<file path="src/design/sparse_triangular_solve_core_macros.svh">
`ifndef SPARSE_TRIANGULAR_SOLVE_CORE_MACROS_SVH
`define SPARSE_TRIANGULAR_SOLVE_CORE_MACROS_SVH

// Same-cycle implication, checked at every rising clock edge outside reset.
`define STS_ASSERT_SAME(label, clk, rstn, ante, cons) \
    label: assert property (@(posedge clk) disable iff (!rstn) (ante) |-> (cons)) \
        else $error("sparse solve check failed: same-cycle rule");

// Next-cycle implication, checked at every rising clock edge outside reset.
`define STS_ASSERT_NEXT(label, clk, rstn, ante, cons) \
    label: assert property (@(posedge clk) disable iff (!rstn) (ante) |=> (cons)) \
        else $error("sparse solve check failed: next-cycle rule");

`endif

</file>
<file path="src/design/sts_pkg.sv">
`default_nettype none

package sts_pkg;

    localparam int IDX_W  = 12;
    localparam int DATA_W = 32;
    localparam int ACC_W  = 48;
    localparam int ACT_W  = 2;

    // Request kinds carried in the input tuser field.
    localparam logic [ACT_W-1:0] ACT_OPEN    = 2'd0;
    localparam logic [ACT_W-1:0] ACT_OFFDIAG = 2'd1;
    localparam logic [ACT_W-1:0] ACT_DIAG    = 2'd2;

    localparam logic [ACC_W-1:0] ACC_MAX = {1'b0, {(ACC_W-1){1'b1}}};
    localparam logic [ACC_W-1:0] ACC_MIN = {1'b1, {(ACC_W-1){1'b0}}};

    typedef struct packed {
        logic open_row;
        logic read_issue;
        logic mul_step;
        logic acc_update;
        logic div_start;
        logic div_step;
        logic finish;
    } sts_cmd_t;

    typedef struct packed {
        logic div_done;
        logic out_free;
    } sts_status_t;

endpackage

`default_nettype wire

</file>
<file path="src/design/sts_ctrl.sv">
`default_nettype none

module sts_ctrl (
    input  wire logic                     aclk,
    input  wire logic                     aresetn,
    input  wire logic                     in_valid,
    output logic                          in_ready,
    input  wire logic [sts_pkg::ACT_W-1:0] in_action,
    input  sts_pkg::sts_status_t          status,
    output sts_pkg::sts_cmd_t             cmd
);
    import sts_pkg::*;

    typedef enum logic [2:0] {
        ST_IDLE,
        ST_MUL,
        ST_ACC,
        ST_DIV,
        ST_FIN
    } state_t;

    state_t state_reg;
    state_t state_next;
    logic   accept;

    assign in_ready = (state_reg == ST_IDLE);
    assign accept   = in_valid && in_ready;

    always_comb begin
        state_next     = state_reg;
        cmd            = '0;
        case (state_reg)
            ST_IDLE: begin
                if (accept) begin
                    case (in_action)
                        ACT_OPEN: begin
                            cmd.open_row = 1'b1;
                        end
                        ACT_OFFDIAG: begin
                            cmd.read_issue = 1'b1;
                            state_next     = ST_MUL;
                        end
                        ACT_DIAG: begin
                            cmd.div_start = 1'b1;
                            state_next    = ST_DIV;
                        end
                        default: begin
                            state_next = ST_IDLE;
                        end
                    endcase
                end
            end
            ST_MUL: begin
                cmd.mul_step = 1'b1;
                state_next   = ST_ACC;
            end
            ST_ACC: begin
                cmd.acc_update = 1'b1;
                state_next     = ST_IDLE;
            end
            ST_DIV: begin
                if (status.div_done) begin
                    state_next = ST_FIN;
                end else begin
                    cmd.div_step = 1'b1;
                end
            end
            ST_FIN: begin
                if (status.out_free) begin
                    cmd.finish = 1'b1;
                    state_next = ST_IDLE;
                end
            end
            default: begin
                state_next = ST_IDLE;
            end
        endcase
    end

    always_ff @(posedge aclk) begin
        if (!aresetn) begin
            state_reg <= ST_IDLE;
        end else begin
            state_reg <= state_next;
        end
    end

endmodule

`default_nettype wire

</file>
<file path="config.mk">
export PLATFORM = sky130hd
export DESIGN_NAME = sts_ctrl
export DESIGN_NICKNAME = d
export VERILOG_FILES = /design/src/design/sparse_triangular_solve_core_macros.svh /design/src/design/sts_pkg.sv /design/src/design/sts_ctrl.sv
export SDC_FILE = /design/constraint.sdc
export NUM_CORES = 1
export LEC_CHECK = 0
export BUFFER_PORTS_ARGS = -buffer_cell sky130_fd_sc_hd__buf_2
export CAP_MARGIN = 40
export CORE_AREA = 8 8 45 47
export CTS_BUF_LIST = sky130_fd_sc_hd__clkbuf_8 sky130_fd_sc_hd__clkbuf_16
export CTS_CLUSTER_SIZE = 30
export DETAILED_ROUTE_END_ITERATION = 12
export DIE_AREA = 0 0 53 55
export GPL_ROUTABILITY_DRIVEN = 0
export GPL_TIMING_DRIVEN = 0
export SLEW_MARGIN = 20
export SYNTH_ARGS = -nofsm -noshare
export SYNTH_HDL_FRONTEND = slang
export SYNTH_SLANG_ARGS = --single-unit
</file>
<file path="constraint.sdc">
create_clock -name aclk -period 3 [get_ports aclk]
set_clock_uncertainty 0.1 [all_clocks]
set_input_delay 0 -clock aclk [delete_from_list [all_inputs] [get_ports aclk]]
set_output_delay 0 -clock aclk [all_outputs]
set_load 0.01 [all_outputs]
</file>
After elaboration in Yosys (flattened, before gate mapping)

Index checks and enable logic that the tools add are counted.

Register bits after elaboration: 3

Eq/ne operators: 10
Muxes and demuxes: 18
Reductions and logical operators: 4

Operator list:

| cell                                                                     | number |
|---|---|
| 3-bit one-hot mux with 4 select lines                                    | 1 |
| 1-bit 2-to-1 mux                                                         | 11 |
| 3-bit 2-to-1 mux                                                         | 3 |
| 3-bit one-hot mux with 3 select lines                                    | 1 |
| 3-bit by 2-bit equality test with 1-bit output (second input constant)   | 2 |
| 2-bit inequality test (second input constant)                            | 3 |
| 2-bit 2-to-1 mux                                                         | 2 |
| 4-bit AND reduction                                                      | 1 |
| 3-bit by 1-bit equality test with 1-bit output (second input constant)   | 1 |
| 3-bit equality test (second input constant)                              | 1 |
| 3-bit logical NOT                                                        | 1 |
| 2-bit by 1-bit equality test with 1-bit output (second input constant)   | 1 |
| 2-bit equality test (second input constant)                              | 1 |
| 2-bit logical NOT                                                        | 1 |
| 2-bit by 1-bit inequality test with 1-bit output (second input constant) | 1 |
| 1-bit logical AND                                                        | 1 |

Longest topological paths before layout

Gate-level depths: netlist (run 1).

Word-level depth: 4
Depth in mapped cells: 5

Worst setup path after synthesis (run 1)

OpenSTA, ideal clock, no wires.

Path type: register to register
From: register state_reg[2]
To: register state_reg[0]
Arrival time: 0.892 ns
Slack: 1.882 ns
Period minus slack after synthesis: 1.118 ns
Cell stages (with the launch flop): 5
Buffers on the path: 1
Library setup time: 0.126 ns
Cells stage by stage: dfxtp_1 -> buf_6 -> nor3b_2 -> a2111oi_4 -> o21ai_1

Longest elaborated chain between the ends: 4
Elaborated cells between the ends (all ways): 11

RTL lines:

| element                                                    | line                           | text |
|---|---|---|
| from (decl)                                                | sts_ctrl.sv:22                 | `state_t state_reg;` |
| from (signal assigned)                                     | sts_ctrl.sv:84                 | `state_reg <= state_next;` |
| 3-bit logical NOT                                          | sts_ctrl.sv:26, sts_ctrl.sv:32 |  |
| 1-bit logical AND                                          | sts_ctrl.sv:27                 | `assign accept = in_valid && in_ready;` |
| 2-bit by 1-bit inequality test with 1-bit output (no line) | --                             |  |
| 4-bit AND reduction (no line)                              | --                             |  |

Several ways; a longest one is shown, not always the timed one.
A chain may end at the register's enable or synchronous reset.

==> results of run 1 <==
-- stage by stage --
stage	power [mW]	cell area (um^2)	instances	hold WS [ns]
global route	0.206	430	65	0.0401
CTS	0.196	430	65	0.0356
global placement	0.0805	365	59	0.182
finish	0.192	430	65	0.0384
floorplan	0.0660	275	29	0.0304
detailed placement	0.0805	365	59	0.177
-- path summary, 6_finish.rpt --
kind | end | slack, ns | cells past startpoint
worst max-delay path | cmd[2] | 1.68 | 4
worst min-delay path | state_reg[1]$_SDFFE_PN0P_ | 0.04 | 3
worst max register to register | state_reg[0]$_SDFFE_PN0P_ | 1.83 | 4
worst min register to register | state_reg[2]$_SDFFE_PN0P_ | 0.52 | 2
-- power groups by stage --
stage | clock network (mW) | registers (mW) | logic [mW]
after global placement | 0 | 0.0473 | 0.0332
after detailed placement | 0 | 0.0473 | 0.0332
after CTS | 0.114 | 0.0468 | 0.0356
after floorplan | 0 | 0.0462 | 0.0198
final | 0.110 | 0.0467 | 0.0346
after global routing | 0.120 | 0.0471 | 0.0395
-- cells in the final DEF, fill, tap and decap left out, drive strengths merged --
| cell | count |
|---|---|
| a2111oi | 1 |
| a21boi | 1 |
| and2 | 1 |
| and3 | 4 |
| and4bb | 1 |
| buf | 15 |
| clkbuf | 3 |
| dfxtp | 3 |
| dlygate4sd3 | 2 |
| ha | 3 |
| inv | 3 |
| nand2 | 1 |
| nand3 | 1 |
| nand3b | 1 |
| nand4b | 1 |
| nor2 | 2 |
| nor3 | 1 |
| nor3b | 2 |
| o211ai | 1 |
| o21ai | 2 |
-- cells by family after synthesis --
logic type | Yosys count | synth area share (%)
buffers and inverters | 3 | 6.82
AO/OA/AOI/OAI | 5 | 19.1
AND/OR/NAND/NOR | 15 | 38.6
adder cells (fa/ha/maj) | 3 | 13.6
flip-flops | 3 | 21.8
-- metal layers --
layer  track usage (%)  part of all wire [%]  vias to the layer above
li1                  -                     -                      146
met1              6.07                    51                      125
met2              8.40                    41                       11
met3              3.74                   7.7                        0
met4              3.88                     0                        0
met5                 0                     0                        -
-- layout make-up --
cell class	count	area [um^2]
Fill cell	162	953
Clock buffer	3	41.3
Sequential cell	3	60.1
Timing Repair Buffer	16	90.1
Tap cell	16	20.0
Clock inverter	1	3.75
Inverter	2	7.51
Multi-Input combinational cell	23	196
Buffer	1	11.3
-- critical path, cell delays in order (launching register included) --
cell	delay [ns]
dfxtp_1	0.29
buf_6	0.13
nor3_2	0.26
and3_1	0.19
buf_2	0.12
-- repair_timing --
item | CTS | global route
resized for setup | 0 | 0
endpoints found under the setup margin | 0 | 0
hold endpoints to repair | 3 | 0
hold buffers | 2 | 0
==> qor.csv, run 1 <==
stage,metric,value,unit
run_status,outcome,completed,
power_and_ir_drop,intPower,0.147,mW
sta,fmax,0.758,GHz
clock_network,tritoncts,done,
layout,area_growth,56.4,%
synth,syn_inst,29,
synth,synth_top_area_cell,dfxtp_1,
route,drt-wirelength-per-cell,10.4,um
layout,antenna_cells,0,
floorplan,die_x,53,um
synth,synth_edf_count,0,
synth,synthTopCellsByArea,"dfxtp_1 22%, ha_1 14%, a2111oi_4 10%, and3_1 9.1%, and4bb_1 4.5%",
sta,worstMarginPinSlew,0.328,ns
sta,setup_viol,0,
setup_path,r2r-start,state_reg[2]$_SDFFE_PN0P_,
clock_network,insertion_delay,0.21,ns
synth,ys_ff_latch,3,
setup_path,startpoint,state_reg[2]$_SDFFE_PN0P_,
clock_network,cts_made_buffers,3,
run,cap_violations,0,
hold_path,hp-start,status[0],
power_and_ir_drop,p_per_area,445,nW/um^2
setup_path,worst-setup-path-type,reg2out,
grt,gr-total-overflow,0,
synth,synth_nets,39,
synth,synth_cell_types,19,
grt,grt_pass1_vias,306,
synth,yosysMostFrequentCell,and3_1,
clock_network,cts_setup_buffers,0,
route,via_count,282,
sta,setup_tns,0,ns
sta,postLayoutSetupSlackWorst,1.68,ns
floorplan,die_area,2920,um^2
sta,drv_slew,0,
synth,synth_top_flop_cell,dfxtp_1,
route,first_iter_violations,0,
layout,post-route-util,31.1,%
sta,min_period,1.32,ns
synth,netlist.area_leader.share,21.8,%
clock_network,cts-root-buf,clkbuf_8,
setup_path,worstPathRequired,2.90,ns
synth,synthArstFlopShare,0,%
sta,max_slew_margin,78.1,%
grt,grt_first_pass_wirelength,1250,um
floorplan,chipHeight,55,um
route,drcViolationCount,0,
setup_path,critPathLaunchType,register,
floorplan,rows,14,
floorplan,initial_utilization,19.9,%
clock_network,htreeDepth,1,
setup_path,crit_fanout,9,
hold_path,hold_path_class,in2reg,
route,firstDrtPassIters,1,
power_and_ir_drop,power.leakage,0.223,nW
clock_network,cts_sinks,3,
route,ant_nets,0,
synth,yosys_warnings,0,
setup_path,worstSetupEndpointType,output port,
sta,rsz0062_at_grt,no,
route,drt_wl_total,676,um
sta,period_share,44.0,%
route,viasPerCell,4.34,
setup_path,worstPathArrival,1.22,ns
synth,yosysSeqAreaShare,21.8,%
power_and_ir_drop,switchingPower,0.0444,mW
power_and_ir_drop,comb_power_share,18.0,%
layout,nNetsFinal,60,
synth,yosys-top-cells-count,"4 x and3_1, 3 x dfxtp_1, 3 x ha_1",
grt,grt_max_degree,10,
grt,antenna_found_initial,0,
placement,io_buffers,14,
placement,place_ws,1.83,ns
floorplan,io_pins,15,
power_and_ir_drop,clockPowerShare,57.6,%
clock_network,clk_path_buf_depth,2,
power_and_ir_drop,p_sw_share,23.2,%
grt,grtUsageTotal,5.79,%
sta,hold_viol_final,0,
layout,largest_reg_flops,3,
layout,drive_gt1_share,42.9,%
power_and_ir_drop,seq_power_share,24.4,%
synth,synth_area,275,um^2
synth,post_synth.cell_area_avg,9.49,um^2
clock_network,cts.clk_slew.worst_paths,0.03,ns
floorplan,core_region_area,1380,um^2
power_and_ir_drop,ir_worst_vdd,0.185,mV
Power figures use the tool's default switching activity.
==> run 2: changes to the inputs <==
==> constraint.sdc (replaced) <==
create_clock -name aclk -period 1.35 [get_ports aclk]
set_clock_uncertainty 0.1 [all_clocks]
set_input_delay 0 -clock aclk [delete_from_list [all_inputs] [get_ports aclk]]
set_output_delay 0 -clock aclk [all_outputs]
set_load 0.01 [all_outputs]
==> qor.csv, run 2 (same netlist as run 1, synthesis figures left out) <==
stage,metric,value,unit
clock_network,cts.clk_slew.worst_paths,0.03,ns
power_and_ir_drop,clockPowerShare,56.2,%
placement,placed_area,365,um^2
setup_path,worst-setup-path-type,reg2out,
floorplan,rows,14,
placement,io_buffers,14,
route,first_iter_violations,0,
route,drt-wirelength-per-cell,10.4,um
power_and_ir_drop,p_per_area,952,nW/um^2
route,drcViolationCount,0,
clock_network,insertion_delay,0.21,ns
clock_network,tritoncts,done,
clock_network,clk_path_buf_depth,2,
layout,layout_common_cells,"13 x buf_2, 4 x and3_1",
grt,grt_pass1_vias,306,
sta,setup_viol,0,
setup_path,worstSetupEndpointType,output port,
layout,antenna_cells,0,
route,drt_wl_total,694,um
layout,nNetsFinal,62,
sta,rsz0062_at_grt,no,
hold_path,hold_path_class,in2reg,
layout,fillerInstances,156,
layout,stdcell_count,67,
floorplan,die_area,2920,um^2
floorplan,core_region_area,1380,um^2
power_and_ir_drop,p_sw_share,23.2,%
route,viasPerCell,4.31,
clock_network,htreeDepth,1,
run,cap_violations,0,
layout,regArea,60.1,um^2
route,via_count,289,
sta,min_period,1.27,ns
setup_path,worstPathRequired,1.25,ns
power_and_ir_drop,comb_power_share,19.7,%
floorplan,die_x,53,um
route,firstDrtPassIters,1,
grt,gr-total-overflow,0,
setup_path,crit_fanout,6,
power_and_ir_drop,switchingPower,0.101,mW
clock_network,cts-root-buf,clkbuf_8,
power_and_ir_drop,power.leakage,0.237,nW
floorplan,initial_utilization,19.9,%
setup_path,critPathLaunchType,register,
floorplan,io_pins,15,
layout,design_area,458,um^2
layout,area_growth,66.4,%
sta,worstMarginPinSlew,0.358,ns
layout,mostFrequentLayoutCell,buf_2,
grt,grt_first_pass_wirelength,1250,um
route,ant_nets,0,
power_and_ir_drop,seq_power_share,24.1,%
placement,dp_cells,59,
clock_network,cts_made_buffers,3,
sta,fmax,0.788,GHz
layout,drive_gt1_share,45.1,%
run_status,outcome,completed,
sta,drv_slew,0,
grt,antenna_found_initial,0,
grt,grtUsageTotal,5.79,%
floorplan,chipHeight,55,um
sta,max_slew_margin,76.1,%
sta,setup_tns,0,ns
clock_network,cts_sinks,3,
layout,multi_input_area,203,um^2
sta,period_share,94.1,%
layout,largest_reg_flops,3,
power_and_ir_drop,ir_worst_vdd,0.414,mV
setup_path,worstPathArrival,1.17,ns
sta,hold_viol_final,0,
grt,grt_max_degree,10,
power_and_ir_drop,intPower,0.335,mW
==> run 2: metrics by stage <==
step	utilization (%)	setup WS [ns]	hold WS [ns]	total power, mW
after floorplan	-	0.232	0.0304	0.147
after global placement	26.4	0.179	0.182	0.179
after detailed placement	26.4	0.179	0.177	0.179
after CTS	31.6	0.0446	0.0356	0.439
after global routing	33.1	0.00813	0.0401	0.468
final	33.1	0.0803	0.0397	0.436
==> run 2: worst max-delay path: stages, from the launching register on <==
cell     delay, ns
dfxtp_1       0.29
buf_6         0.13
nor3_4        0.23
and3_1        0.20
buf_6         0.10
==> run 2: final timing paths <==
kind,slack [ns],from,cells past startpoint,end
max,0.08,state_reg[2]$_SDFFE_PN0P_,4,cmd[6]
min,0.04,status[0],3,state_reg[2]$_SDFFE_PN0P_
max reg2reg,0.15,state_reg[2]$_SDFFE_PN0P_,4,state_reg[0]$_SDFFE_PN0P_
min reg2reg,0.54,state_reg[1]$_SDFFE_PN0P_,2,state_reg[2]$_SDFFE_PN0P_
==> run 2: timing repair <==
action	4_1_cts	5_1_grt
hold endpoints to repair	3	0
pin swaps	0	3
buffers inserted	0	2
setup endpoints to repair	1	3
hold buffers	2	0
gates resized for setup	1	1
==> run 2: cell type report <==
class	instances	share of cell area, %
clock inverter	1	0.820
inverter	2	1.64
tap	16	4.37
timing repair buffer	18	24.3
buffer	1	2.46
multi-input combinational	23	44.3
clock buffer	3	9.02
sequential	3	13.1
==> run 2: layer usage <==
layer	part of all wire, %	track usage (%)	up-vias
met5	0	0	-
met3	7.6	3.74	0
met4	0	3.88	0
met1	50	6.08	128
li1	-	-	150
met2	43	8.40	11
==> run 2: power groups by stage <==
stage | clock (mW) | sequential [mW] | combinational, mW
finish | 0.245 | 0.105 | 0.0858
global route | 0.266 | 0.106 | 0.0965
CTS | 0.253 | 0.105 | 0.0810
detailed placement | 0 | 0.105 | 0.0737
global placement | 0 | 0.105 | 0.0738
floorplan | 0 | 0.103 | 0.0440
